File: src/hdl/uule_pkg.sv
package uule_pkg;

  localparam int CNT_W   = 6;
  localparam int QDEPTH  = 2;
  localparam int QPTR_W  = $clog2(QDEPTH);

  localparam logic OP_DATA  = 1'b0;
  localparam logic OP_FLUSH = 1'b1;

  localparam logic [6:0] SEQ_TOP    = 7'd122;
  localparam logic [6:0] SEQ_BOTTOM = 7'd97;
  localparam logic [6:0] CH_SPACE   = 7'd32;
  localparam logic [6:0] CH_NL      = 7'd10;

  localparam logic [2:0] CNT_ONE   = 3'd1;
  localparam logic [2:0] CNT_TWO   = 3'd2;
  localparam logic [2:0] CNT_THREE = 3'd3;
  localparam logic [2:0] CNT_FOUR  = 3'd4;

  // line command handed from front to back
  typedef struct packed {
    logic             flush;
    logic             bank;
    logic [CNT_W-1:0] n;
  } cmd_t;

  typedef struct packed {
    logic             en;
    logic             bank;
    logic [CNT_W-1:0] idx;
    logic [7:0]       data;
  } wr_t;

  typedef struct packed {
    logic valid;
    logic bank;
  } done_t;

  function automatic logic [6:0] enc6(input logic [5:0] v);
    return {1'b0, v} + CH_SPACE;
  endfunction

endpackage

File: src/hdl/uule_fifo.sv
module uule_fifo
  import uule_pkg::*;
(
  input  logic clk,
  input  logic rst,
  input  logic push,
  input  cmd_t din,
  output logic full,
  input  logic pop,
  output cmd_t dout,
  output logic empty
);

  cmd_t              slots [QDEPTH];
  logic [QPTR_W-1:0] wptr;
  logic [QPTR_W-1:0] rptr;
  logic [QPTR_W:0]   count;

  assign full  = (count == (QPTR_W+1)'(QDEPTH));
  assign empty = (count == '0);
  assign dout  = slots[rptr];

  always_ff @(posedge clk) begin
    if (rst) begin
      wptr  <= '0;
      rptr  <= '0;
      count <= '0;
    end else begin
      if (push) begin
        wptr <= (wptr == QPTR_W'(QDEPTH - 1)) ? '0 : wptr + 1'b1;
      end
      if (pop) begin
        rptr <= (rptr == QPTR_W'(QDEPTH - 1)) ? '0 : rptr + 1'b1;
      end
      if (push && !pop) begin
        count <= count + 1'b1;
      end else if (pop && !push) begin
        count <= count - 1'b1;
      end
    end
  end

  always_ff @(posedge clk) begin
    if (push) begin
      slots[wptr] <= din;
    end
  end

endmodule

File: src/hdl/uule_front.sv
module uule_front
  import uule_pkg::*;
#(
  parameter int LINE_BYTES = 45
) (
  input  logic       clk,
  input  logic       rst,
  input  logic       in_valid,
  output logic       in_ready,
  input  logic       op,
  input  logic [7:0] data_byte,
  output wr_t        wr,
  output logic       push,
  output cmd_t       cmd,
  input  logic       q_full,
  input  done_t      done
);

  logic [CNT_W-1:0] fill;
  logic [CNT_W-1:0] fill_inc;
  logic             wbank;
  logic [1:0]       busy;
  logic [1:0]       busy_next;
  logic             accept;
  logic             line_full;
  logic             hands_off;

  assign in_ready  = !q_full && !busy[wbank];
  assign accept    = in_valid && in_ready;
  assign fill_inc  = fill + 1'b1;
  assign line_full = (fill_inc == CNT_W'(LINE_BYTES));

  assign wr.en   = accept && (op == OP_DATA);
  assign wr.bank = wbank;
  assign wr.idx  = fill;
  assign wr.data = data_byte;

  assign push      = accept && ((op == OP_FLUSH) || line_full);
  assign cmd.flush = (op == OP_FLUSH);
  assign cmd.bank  = wbank;
  assign cmd.n     = (op == OP_FLUSH) ? fill : CNT_W'(LINE_BYTES);

  // bank goes to the back end whenever a command carries line bytes
  assign hands_off = push && ((op == OP_DATA) || (fill != '0));

  always_comb begin
    busy_next = busy;
    if (done.valid) begin
      busy_next[done.bank] = 1'b0;
    end
    if (hands_off) begin
      busy_next[wbank] = 1'b1;
    end
  end

  always_ff @(posedge clk) begin
    if (rst) begin
      fill  <= '0;
      wbank <= 1'b0;
      busy  <= '0;
    end else begin
      busy <= busy_next;
      if (accept) begin
        if (op == OP_FLUSH || line_full) begin
          fill <= '0;
        end else begin
          fill <= fill_inc;
        end
      end
      if (hands_off) begin
        wbank <= !wbank;
      end
    end
  end

endmodule

File: src/hdl/uule_back.sv
module uule_back
  import uule_pkg::*;
#(
  parameter int LINE_BYTES = 45
) (
  input  logic       clk,
  input  logic       rst,
  input  wr_t        wr,
  input  cmd_t       head,
  input  logic       q_empty,
  output logic       pop,
  output done_t      done,
  output logic       out_valid,
  input  logic       out_ready,
  output logic [6:0] char_a,
  output logic [6:0] char_b,
  output logic [6:0] char_c,
  output logic [6:0] char_d,
  output logic [2:0] char_count,
  output logic       last
);

  localparam int DEPTH  = 2 * LINE_BYTES;
  localparam int ADDR_W = $clog2(DEPTH);

  typedef enum logic [2:0] {
    S_IDLE,
    S_LEN,
    S_RD,
    S_GRP,
    S_SEQ,
    S_EMPTY
  } state_t;

  state_t           state;
  cmd_t             cur;
  logic [CNT_W-1:0] pos;
  logic [1:0]       j;
  logic [7:0]       b0;
  logic [7:0]       b1;
  logic [7:0]       b2;
  logic [6:0]       seq;
  logic             ofree;

  logic [7:0]       mem [DEPTH];
  logic [7:0]       rdata;
  logic             rvld;
  logic             rd_en;
  logic [CNT_W:0]   rd_idx;
  logic [ADDR_W-1:0] rd_addr;
  logic [ADDR_W-1:0] wr_addr;
  logic [CNT_W:0]   pos_adv;
  logic [7:0]       cap;

  assign ofree   = !out_valid || out_ready;
  assign pop     = (state == S_IDLE) && !q_empty;
  assign rd_idx  = {1'b0, pos} + {{(CNT_W - 1){1'b0}}, j};
  assign rd_en   = (state == S_RD) && (j != 2'd3) && (rd_idx < {1'b0, cur.n});
  assign rd_addr = cur.bank ? ADDR_W'(LINE_BYTES) + ADDR_W'(rd_idx)
                            : ADDR_W'(rd_idx);
  assign wr_addr = wr.bank ? ADDR_W'(LINE_BYTES) + ADDR_W'(wr.idx)
                           : ADDR_W'(wr.idx);
  assign pos_adv = {1'b0, pos} + (CNT_W+1)'(3);
  // bytes past the fill count read as zero padding
  assign cap     = rvld ? rdata : 8'd0;

  always_ff @(posedge clk) begin
    if (wr.en) begin
      mem[wr_addr] <= wr.data;
    end
    if (rd_en) begin
      rdata <= mem[rd_addr];
    end
  end

  always_ff @(posedge clk) begin
    if (rst) begin
      state      <= S_IDLE;
      out_valid  <= 1'b0;
      seq        <= SEQ_TOP;
      done.valid <= 1'b0;
      done.bank  <= 1'b0;
      rvld       <= 1'b0;
      pos        <= '0;
      j          <= '0;
    end else begin
      rvld       <= rd_en;
      done.valid <= 1'b0;
      if (out_valid && out_ready) begin
        out_valid <= 1'b0;
      end
      unique case (state)
        S_IDLE: begin
          if (!q_empty) begin
            cur   <= head;
            pos   <= '0;
            state <= (head.n != '0) ? S_LEN : S_EMPTY;
          end
        end
        S_LEN: begin
          if (ofree) begin
            out_valid  <= 1'b1;
            char_a     <= enc6(cur.n);
            char_b     <= '0;
            char_c     <= '0;
            char_d     <= '0;
            char_count <= CNT_ONE;
            last       <= 1'b0;
            j          <= '0;
            state      <= S_RD;
          end
        end
        S_RD: begin
          // one read issued per cycle, captured the cycle after
          unique case (j)
            2'd1: b0 <= cap;
            2'd2: b1 <= cap;
            2'd3: b2 <= cap;
            default: ;
          endcase
          j <= j + 1'b1;
          if (j == 2'd3) begin
            state <= S_GRP;
          end
        end
        S_GRP: begin
          if (ofree) begin
            out_valid  <= 1'b1;
            char_a     <= enc6(b0[7:2]);
            char_b     <= enc6({b0[1:0], b1[7:4]});
            char_c     <= enc6({b1[3:0], b2[7:6]});
            char_d     <= enc6(b2[5:0]);
            char_count <= CNT_FOUR;
            last       <= 1'b0;
            if (pos_adv < {1'b0, cur.n}) begin
              pos   <= pos_adv[CNT_W-1:0];
              j     <= '0;
              state <= S_RD;
            end else begin
              state <= S_SEQ;
            end
          end
        end
        S_SEQ: begin
          if (ofree) begin
            out_valid  <= 1'b1;
            char_a     <= seq;
            char_b     <= CH_NL;
            char_c     <= '0;
            char_d     <= '0;
            char_count <= CNT_TWO;
            last       <= !cur.flush;
            seq        <= (seq <= SEQ_BOTTOM || seq > SEQ_TOP) ? SEQ_TOP : seq - 1'b1;
            done.valid <= 1'b1;
            done.bank  <= cur.bank;
            state      <= cur.flush ? S_EMPTY : S_IDLE;
          end
        end
        S_EMPTY: begin
          if (ofree) begin
            out_valid  <= 1'b1;
            char_a     <= CH_SPACE;
            char_b     <= seq;
            char_c     <= CH_NL;
            char_d     <= '0;
            char_count <= CNT_THREE;
            last       <= 1'b1;
            seq        <= SEQ_TOP;
            state      <= S_IDLE;
          end
        end
        default: state <= S_IDLE;
      endcase
    end
  end

endmodule

File: src/hdl/uuencode_line_encoder_top.sv
// uuencode line encoder
// input channel: in_valid/in_ready with op (0 = data byte, 1 = end of stream)
// and data_byte. output channel: out_valid/out_ready, one beat carries up to
// four characters (char_a..char_d, char_count) and last marks the final beat
// caused by an input beat.
// data bytes are taken one per cycle while in_ready is high into one of two
// line banks; a byte that fills a line, or an end of stream, queues a line
// command for the back end, so the front keeps filling the other bank while
// a line drains. a full line gives 17 beats: the length character, one group
// per three bytes, then the sequence character with newline. the back end
// pops the command from the queue and registers the length beat. each group
// is paced by the single read port of the line memory (three byte reads,
// then the output load), so a 45-byte line drains as queue pop, length beat,
// 15 groups, sequence beat. end of stream adds the empty line beat and
// returns the sequence character to 'z'.
// reset is synchronous and clears the fill count, queue, bank flags and
// sequence character; no clearing pass runs. a stalled receiver holds the
// output register, the back end waits, and in_ready drops once the queue is
// full or the bank to be filled is still draining.
module uuencode_line_encoder_top
  import uule_pkg::*;
#(
  parameter int LINE_BYTES = 45
) (
  input  logic       clk,
  input  logic       rst,
  input  logic       in_valid,
  output logic       in_ready,
  input  logic       op,
  input  logic [7:0] data_byte,
  output logic       out_valid,
  input  logic       out_ready,
  output logic [6:0] char_a,
  output logic [6:0] char_b,
  output logic [6:0] char_c,
  output logic [6:0] char_d,
  output logic [2:0] char_count,
  output logic       last
);

  wr_t   wr;
  cmd_t  cmd;
  cmd_t  head;
  done_t done;
  logic  push;
  logic  pop;
  logic  q_full;
  logic  q_empty;

  uule_front #(
    .LINE_BYTES(LINE_BYTES)
  ) u_front (
    .clk      (clk),
    .rst      (rst),
    .in_valid (in_valid),
    .in_ready (in_ready),
    .op       (op),
    .data_byte(data_byte),
    .wr       (wr),
    .push     (push),
    .cmd      (cmd),
    .q_full   (q_full),
    .done     (done)
  );

  uule_fifo u_fifo (
    .clk  (clk),
    .rst  (rst),
    .push (push),
    .din  (cmd),
    .full (q_full),
    .pop  (pop),
    .dout (head),
    .empty(q_empty)
  );

  uule_back #(
    .LINE_BYTES(LINE_BYTES)
  ) u_back (
    .clk       (clk),
    .rst       (rst),
    .wr        (wr),
    .head      (head),
    .q_empty   (q_empty),
    .pop       (pop),
    .done      (done),
    .out_valid (out_valid),
    .out_ready (out_ready),
    .char_a    (char_a),
    .char_b    (char_b),
    .char_c    (char_c),
    .char_d    (char_d),
    .char_count(char_count),
    .last      (last)
  );

endmodule

File: config.mk
export PLATFORM = sky130hd
export DESIGN_NAME = uuencode_line_encoder_top
export DESIGN_NICKNAME = d
export VERILOG_FILES = /design/src/hdl/uule_pkg.sv /design/src/hdl/uule_fifo.sv /design/src/hdl/uule_front.sv /design/src/hdl/uule_back.sv /design/src/hdl/uuencode_line_encoder_top.sv
export SDC_FILE = /design/constraint.sdc
export NUM_CORES = 1
export LEC_CHECK = 0
export BUFFER_PORTS_ARGS = -buffer_cell sky130_fd_sc_hd__buf_2
export CAP_MARGIN = 30
export CORE_MARGIN = 8
export CORE_UTILIZATION = 40
export CTS_CLUSTER_SIZE = 30
export DETAILED_ROUTE_END_ITERATION = 16
export RECOVER_POWER = 50
export SYNTH_ARGS = -nofsm -noshare
export SYNTH_HDL_FRONTEND = slang
export SYNTH_SLANG_ARGS = --single-unit
File: constraint.sdc
create_clock -name clk -period 5.5 [get_ports clk]
set_input_delay 1.1 -clock clk [delete_from_list [all_inputs] [get_ports clk]]
set_output_delay 1.1 -clock clk [all_outputs]
set_load 0.005 [all_outputs]
### After elaboration in Yosys (flattened, before gate mapping)

Memory sizes are Yosys's and may differ from the RTL's. A register that Yosys moved wholly into a read port is not among the register bits.
Cells that the tools add are included.

| word-level totals | value |
|---|---|
| memories | 2 |
| memory bits (writable) | 736 |
| input port bits | 13 |
| output and inout port bits | 34 |
| register bits | 99 |

Memories:

| memory | words | width | rd ports | clocked after Yosys merged registers in | write ports | line | RTL |
|---|---|---|---|---|---|---|---|
| u_back.mem | 90 | 8 | 1 | 1 | 1 | uule_back.sv:45 | `logic [7:0] mem [DEPTH];` |
| u_fifo.slots | 2 | 8 | 1 | 1 | 1 | uule_fifo.sv:14 | `cmd_t slots [QDEPTH];` |

| cells by class | value |
|---|---|
| reduce and logical (&&, ||, !) cells | 55 |
| equality and inequality tests | 21 |
| bitwise gates (word level) | 7 |
| add/sub/neg operators | 16 |
| multiplexer cells | 70 |
| magnitude comparators | 8 |

Operators by type and width:

| operator | count |
|---|---|
| $mux 7 | 14 |
| $pmux 7 s4 | 2 |
| $mux 3 | 12 |
| $add 6x6->7 const B | 5 |
| $mux 6 | 5 |
| $pmux 7 s2 | 2 |
| $pmux 7 s3 | 1 |
| $mux 1 | 18 |
| $pmux 3 s6 | 1 |
| $mux 2 | 8 |
| $ne 2x1->1 const B | 8 |
| $reduce_and 3->1 | 5 |
| $lt 7x6->1 | 2 |
| $logic_and 1x1->1 | 13 |
| $pmux 3 s4 | 1 |
| $pmux 6 s2 | 1 |
| $reduce_and 4->1 | 3 |
| $reduce_and 6->1 | 2 |
| $reduce_bool 6->1 | 2 |
| $reduce_and 5->1 | 2 |
| $reduce_bool 3->1 | 3 |
| $logic_not 1->1 | 8 |
| $mux 8 | 1 |
| $reduce_bool 2->1 | 4 |
| other kinds (35) | 54 |

### Depth between registers and ports, before layout

Gate-level depths: netlist of the first run.

| depth | value |
|---|---|
| depth in word-level cells | 10 |
| gate-level depth with buffers | 14 |

### Hierarchy

A second synthesis of the first run with hierarchy kept.

| second synthesis, totals | value |
|---|---|
| cells, all modules | 2624 |
| area total of the unflattened synthesis | 38434.4 um^2 |

Modules (own cells, without submodules):

| module | times used | area each (um^2) | seq. area each (um^2) | cells each |
|---|---|---|---|---|
| uule_back | 1 | 36996.7 | 24223.2 | 2494 |
| uule_fifo | 1 | 783.3 | 580.6 | 47 |
| uule_front | 1 | 654.4 | 180.2 | 83 |

### Least setup slack after synthesis of the first run

No wires, ideal clock.

| timing path | value |
|---|---|
| path kind | reg2reg |
| start point | register u_back.pos[0] |
| end point | register u_back.rdata[6], read port of u_back.mem (data pin) |
| path slack | 2.026 ns |
| path buffers | 2 |
| data required time | 5.240 ns |
| library setup time | 0.260 ns |
| arrival time | 3.213 ns |
| cell stages (with the launch flop) | 12 |
| clock period less this slack | 3.474 ns |
| cell sequence | dfxtp_1 ha_1 fa_1 ha_1 clkbuf_1 clkbuf_1 mux4_2 mux4_2 mux2i_1 mux2i_1 nor3_1 nor3_1 |

| between the ends | value |
|---|---|
| word-level cells in the longest chain between the ends | 3 |
| elaborated cells on any way between the ends | 5 |
| those cells by class | 2 x add/sub; 1 x order compare; 1 x mux; 1 x reduce/logical |

Ends and longest elaborated chain:

| element | line | RTL |
|---|---|---|
| start: declaration | uule_back.sv:37 | `logic [CNT_W-1:0] pos;` |
| start signal: assignment | uule_back.sv:136 | `pos <= pos_adv[CNT_W-1:0];` |
| $add 6x2->7 * | uule_back.sv:57 | `assign rd_idx = {1'b0, pos} + {{(CNT_W - 1){1'b0}}, j};` |
| $add 6x7->7 or $lt 7x6->1 (tied branches) | uule_back.sv:59, uule_back.sv:58 |  |
| $mux 7 or $logic_and 1x1->1 (tied branches) | uule_back.sv:59, uule_back.sv:58 |  |
| end: declaration | uule_back.sv:46 | `logic [7:0] rdata;` |

Every way passes the cells marked *; elsewhere a longest branch is shown, timed or not.
A chain may end at the register's enable or synchronous reset.

### Worst setup path after layout of the first run

| timing path | value |
|---|---|
| start point | register u_back.pos[0] |
| end point | register u_back.rdata[0], read port of u_back.mem (data pin) |

Same word-level chain as after synthesis.

==> results of run 1 <==
area by class of cell:
| cell class | count | area (um2) |
|---|---|---|
| fill | 8281 | 52000 |
| sequential | 844 | 25000 |
| multi-input combinational | 1539 | 12500 |
| clock buffer | 114 | 2390 |
| tap | 1265 | 1580 |
| timing repair buffer | 129 | 975 |
| clock inverter | 48 | 463 |
| inverter | 30 | 113 |
| antenna | 1 | 2.50 |
flip-flops by register name, summed over array words and instances, names as in the netlist, 3 cells and up, named ones only:
name,cells
u_back.char_c,7
u_back.char_count,3
u_back.rdata,8
u_back.char_d,7
u_back.b1,8
u_fifo.slots,16
u_back.pos,6
u_back.cur,8
u_back.b2,8
u_back.b0,8
u_front.fill,6
u_back.seq,7
u_back.mem,720
u_back.char_a,7
u_back.state,3
u_back.char_b,7
logic make-up (layout without fill, tap and decap cells):
group                    Yosys count  count (layout)  synth area share, %
flip-flops                       844             844                 65.1
other                              0               1                    0
AO/OA/AOI/OAI                    667             667                 13.1
buffers and inverters            251             321                 2.72
XOR/XNOR                          32              32                0.867
adder cells (fa/ha/maj)           25              25                0.835
AND/OR/NAND/NOR                  643             643                 8.36
multiplexers                     172             172                 8.99
final timing paths:
path	start	endpoint	slack, ns	cells past startpoint
worst max-delay path	u_back.pos[0]	u_back.rdata[0]	0.45	12
worst min-delay path	u_front.busy[1]	u_front.busy[1]	0.50	2
worst max register to register	u_back.pos[0]	u_back.rdata[0]	0.45	12
worst min register to register	u_front.busy[1]	u_front.busy[1]	0.50	2
metrics by stage:
step	instance area, um2	worst slack (ns)	hold slack (ns)
floorplan	38400	2.03	0.449
global placement	40000	0.584	0.483
detailed placement	40100	0.500	0.490
CTS	42900	0.493	0.507
global route	43000	0.256	0.525
finish	43000	0.455	0.502
power by group:
part | switching [mW] | total [mW] | internal [mW]
Clock | 2.50 | 5.91 | 3.41
Sequential | 0.130 | 7.37 | 7.24
Combinational | 2.74 | 4.61 | 1.87
Total | 5.37 | 17.9 | 12.5
routing by layer:
| metal | vias to the layer above | GRT usage, % | share of wire [%] |
|---|---|---|---|
| li1 | 10848 | - | - |
| met1 | 12585 | 25.5 | 41 |
| met2 | 1164 | 30.6 | 48 |
| met3 | 184 | 3.00 | 7.7 |
| met4 | 2 | 6.68 | 3.2 |
| met5 | - | 0 | 0.0029 |
cells in the final DEF (no fill, tap or decap), types with 10 or more instances in the layout:
master and instances:
a211oi_1 17, a21oi_1 53, a221oi_1 47, a22o_1 45, a22oi_1 399, a311oi_1 12, a32o_1 12, and2_0 15
and3_1 42, buf_12 11, buf_2 12, buf_4 58, clkbuf_1 64, clkbuf_16 91, clkinv_1 15, clkinv_2 17
dfxtp_1 36, edfxtp_1 808, ha_1 22, inv_1 27, mux2_2 10, mux2i_1 25, mux4_2 137, nand2_1 60
nand2b_1 14, nand3_1 253, nand4_1 24, nor2_1 144, nor3_1 23, nor4_1 18, o21ai_0 19, o22ai_1 10
xnor2_1 12, xor2_1 11
worst reg2reg max path, cell delays in order, from the launching register on:
cell and delay [ns]:
dfxtp_1 0.37, ha_4 0.20, fa_4 1.04, ha_2 0.39, nand4b_1 0.14, nor2_1 0.08
a2111oi_4 0.60, xor2_4 0.61, buf_4 0.34, nand2_1 0.13, nor2_1 0.48, o2bb2ai_1 0.30
nor4_1 0.11
==> metrics.txt, run 1 <==
first-pass GRT wire length 155000 um; gr usage total 18.8%; Starting Density 40.4%; worst slew pin tran 4.02 ns; DRT Wirelength 104000 um; Seq/Total Area, Yosys 65.1%; fin crit period 5.05 ns; vias 24783; Primary FF master, synth edfxtp_1; clock root buffer clkbuf_16; Period Utilization, post-route 91.7%; clock-pin slew on the worst setup and hold paths 0.06 ns; Max-Slew Margin vs Limit -168%; fin nets 2671; synthesis-stage register bit count 844; Die X 326 um; cells resized by post-CTS repair 0; Die ar. 106000 um2; fin util 45.2%; crit-path max cell delay 1.04 ns; Vias/cell 6.24; largest net degree at the start of global routing 107; CP Class register to register; max_cap viols 12; Synth top cells by count edfxtp_1, a22oi_1, nand3_1; max frequency 198 MHz; Setup Total Neg Slack 0 ns; ranking of synthesized cells by area edfxtp_1, mux4_2, a22oi_1, nand3_1, dfxtp_1; share of cells above drive strength 1 14.3%; drc violations 0; Fin Clk Skew 0.0345 ns; Clock Latency Late Sink 0.66 ns; endpoints failing setup 0; Port Buffers 46; vias in the first global route 24305; cell count after synthesis 2634; crit end category register; H-tree depth 3; Warnings, synthesis 0; First-pass DRT Iterations 8; CP most frequent cell nor2_1; Inst Count DP 3797; DP HPWL 65100 um; initial antenna violation count 1; most common cell in the synthesized netlist edfxtp_1; drt initial violations 3018; RSZ-0062 raised after global routing false; Post-Syn Nets 2672; # IOs 47; Post-Layout Cell Count 3970; CP required 5.89 ns; Hold-fix buffers, CTS 0; Core Region 95000 um2; post-CTS setup repair buffer count 0; Worst setup SP type register; Critical Path Fanout Max 19; Die Y 326 um; Routability Congestion 0.865; failing checks max-capacitance violations, max-slew violations; Rows 113; Synth area leader edfxtp_1; Top delay family on crit path adder cells; Synth top area share 63.2%; outcome finished, violations left; Pwr Density 416 nW/um2; cell leakage power 13.2 nW; # clock sinks 844; HP Class register to register; Peak VDD IR 0.000218 V; clock buffer count from CTS 89; post-DR wirelength/cell 26.1 um; Antenna Nets Post-Route 0; Post-synth ARST share 0%; number of synthesized flops with an enable pin 808; clk buf depth 3; Synth cell types 69; Slew Limit Fails 717; Mean Syn Cell Area 14.6 um2; WP buf/inv 1; slowest stage cell, crit path fa_4; CP cell instances ha_4, fa_4, ha_2, nand4b_1, nor2_1, a2111oi_4, xor2_4, buf_4, nand2_1, nor2_1, o2bb2ai_1, nor4_1; Mapped Area 38400 um2; Final Hold Fails 0; Final Power 17.9 mW; Remaining Overflow, GRT 0; CP arrival 5.43 ns; CTS tree built; Synth-to-Final Area Change 12.0%
(Power assumes the default switching activity.)
==> run 2, diff against run 1 <==
--- a/config.mk
+++ b/config.mk
@@ -7,10 +7,13 @@
 export LEC_CHECK = 0
 export BUFFER_PORTS_ARGS = -buffer_cell sky130_fd_sc_hd__buf_2
 export CAP_MARGIN = 30
+export CELL_PAD_IN_SITES_DETAIL_PLACEMENT = 1
+export CELL_PAD_IN_SITES_GLOBAL_PLACEMENT = 1
 export CORE_MARGIN = 8
 export CORE_UTILIZATION = 40
 export CTS_CLUSTER_SIZE = 30
 export DETAILED_ROUTE_END_ITERATION = 16
+export PLACE_DENSITY_LB_ADDON = 0.1
 export RECOVER_POWER = 50
 export SYNTH_ARGS = -nofsm -noshare
 export SYNTH_HDL_FRONTEND = slang
==> run 2 against run 1 <==
Net effect: the flow still finishes with violations (max-capacitance violations, max-slew violations); worst hold slack worse by 0.018 ns; first-iteration DRC count down 21%; power up 5.0%; global-route usage up 2.7 points; critical path depth unchanged; sequential power about the same; final cell count up 0.96%; die area unchanged; register-to-register slack better by 0.27 ns; utilization up 0.58 points; via count up 2.1%; largest cell class unchanged.
==> metrics.txt, run 2 (synthesis gave the netlist of run 1 again) <==
outcome finished, violations left; failing checks max-capacitance violations, max-slew violations; HP Class register to register; drc violations 0; First-pass DRT Iterations 6; # IOs 47; leading registers by flop count u_back.mem (720), u_fifo.slots (16); post-route cell area 43500 um2; max frequency 209 MHz; max_cap viols 13; CP required 5.98 ns; fin nets 2703; Synth-to-Final Area Change 13.4%; CTS tree built; most frequent cells in the layout edfxtp_1, a22oi_1, nand3_1; Die X 326 um; H-tree depth 3; CP Class register to register; Rows 113; clock buffer count from CTS 95; Final Hold Fails 0; initial antenna violation count 4; Hold-fix buffers, CTS 0; Slew Limit Fails 672; Vias/cell 6.31; RSZ-0062 raised after global routing false; CP arrival 5.26 ns; Port Buffers 46; DRT Wirelength 118000 um; Cell Area, Placed 40400 um2; vias 25298; fin crit period 4.78 ns; Pwr Density 432 nW/um2; post-CTS setup repair buffer count 0; setup slack, reg-to-reg 0.72 ns; Fin Clk Skew 0.0315 ns; Largest register FFs 720; worst slew pin tran 3.57 ns; # clock sinks 844; Routability Congestion 0.813; DP HPWL 74600 um; Clock Latency Late Sink 0.68 ns; # fillers 9375; Starting Density 40.4%; cells resized by post-CTS repair 0; drt initial violations 2393; clk buf depth 3; vias in the first global route 25994; Worst setup SP type register; crit end category register; Remaining Overflow, GRT 0; endpoints failing setup 0; Critical Path Fanout Max 42; Core Region 95000 um2; Setup Total Neg Slack 0 ns; post-DR wirelength/cell 29.3 um; Period Utilization, post-route 86.9%; largest net degree at the start of global routing 142; commonest non-fill, non-tap cell in the layout edfxtp_1; clock root buffer clkbuf_16; cell leakage power 13.5 nW; share of cells above drive strength 1 15.0%; Max-Slew Margin vs Limit -138%; first-pass GRT wire length 174000 um; gr usage total 21.5%; clock-pin slew on the worst setup and hold paths 0.06 ns; Die ar. 106000 um2; Final Power 18.8 mW; Die Y 326 um; Peak VDD IR 0.000260 V; Antenna Nets Post-Route 0; Largest Register u_back.mem
[run 2: cell count changes in the layout (fill, tap and decap cells not counted), sizes merged]
cell and change:
clkbuf +7, clkinv +5, clkinvlp -2, bufinv +8, buf +20
[run 2: final timing paths]
check	start	to	cells past startpoint
max reg2reg	u_back.pos[0]	u_back.rdata[0]	12
max	u_back.pos[0]	u_back.rdata[0]	12
min reg2reg	u_front.busy[0]	u_front.busy[0]	2
min	u_front.busy[0]	u_front.busy[0]	2
[run 2: layout make-up]
type / count / area (um2) / area share [%]
Clock buffer: 115 / 2520 / 5.80
Tap cell: 1265 / 1580 / 3.64
Multi-Input combinational cell: 1539 / 12500 / 28.6
Inverter: 30 / 113 / 0.259
Clock inverter: 59 / 718 / 1.65
Sequential cell: 844 / 25000 / 57.4
Antenna cell: 1 / 2.50 / 0.00575
Timing Repair Buffer: 155 / 1130 / 2.60
[run 2: metrics by stage]
stage | setup WS (ns) | std cells | utilization, % | hold slack [ns]
global placement | 0.778 | 3820 | 42.4 | 0.470
floorplan | 2.03 | 2634 | - | 0.449
finish | 0.723 | 4008 | 45.8 | 0.484
detailed placement | 0.715 | 3830 | 42.5 | 0.476
global route | 0.481 | 4007 | 45.8 | 0.519
CTS | 0.682 | 4004 | 45.9 | 0.487
[run 2: critical path, cell delays in order, from the launching register on]
cell	delay (ns)
dfxtp_1	0.37
ha_4	0.20
fa_4	0.78
buf_4	0.56
nor2b_4	0.88
buf_12	0.31
buf_12	0.24
a22oi_1	0.09
nand3_1	0.15
nand3_1	0.25
nand3_1	0.21
a21oi_1	0.16
nor4_1	0.33
[run 2: power by group]
part	total [mW]	leakage [nW]	internal, mW	switching (mW)
registers	7.38	7.56	7.23	0.151
clock network	6.62	1.56	3.97	2.65
logic	4.78	4.40	1.83	2.95
[run 2: layer usage]
metal  up-vias  part of all wire, %  track usage, %
met2       787                   48            35.1
met4         6                  2.8            6.00
met3       189                  5.4            3.22
met5         -                0.029               0
met1     13383                   44            29.8
li1      10933                    -               -
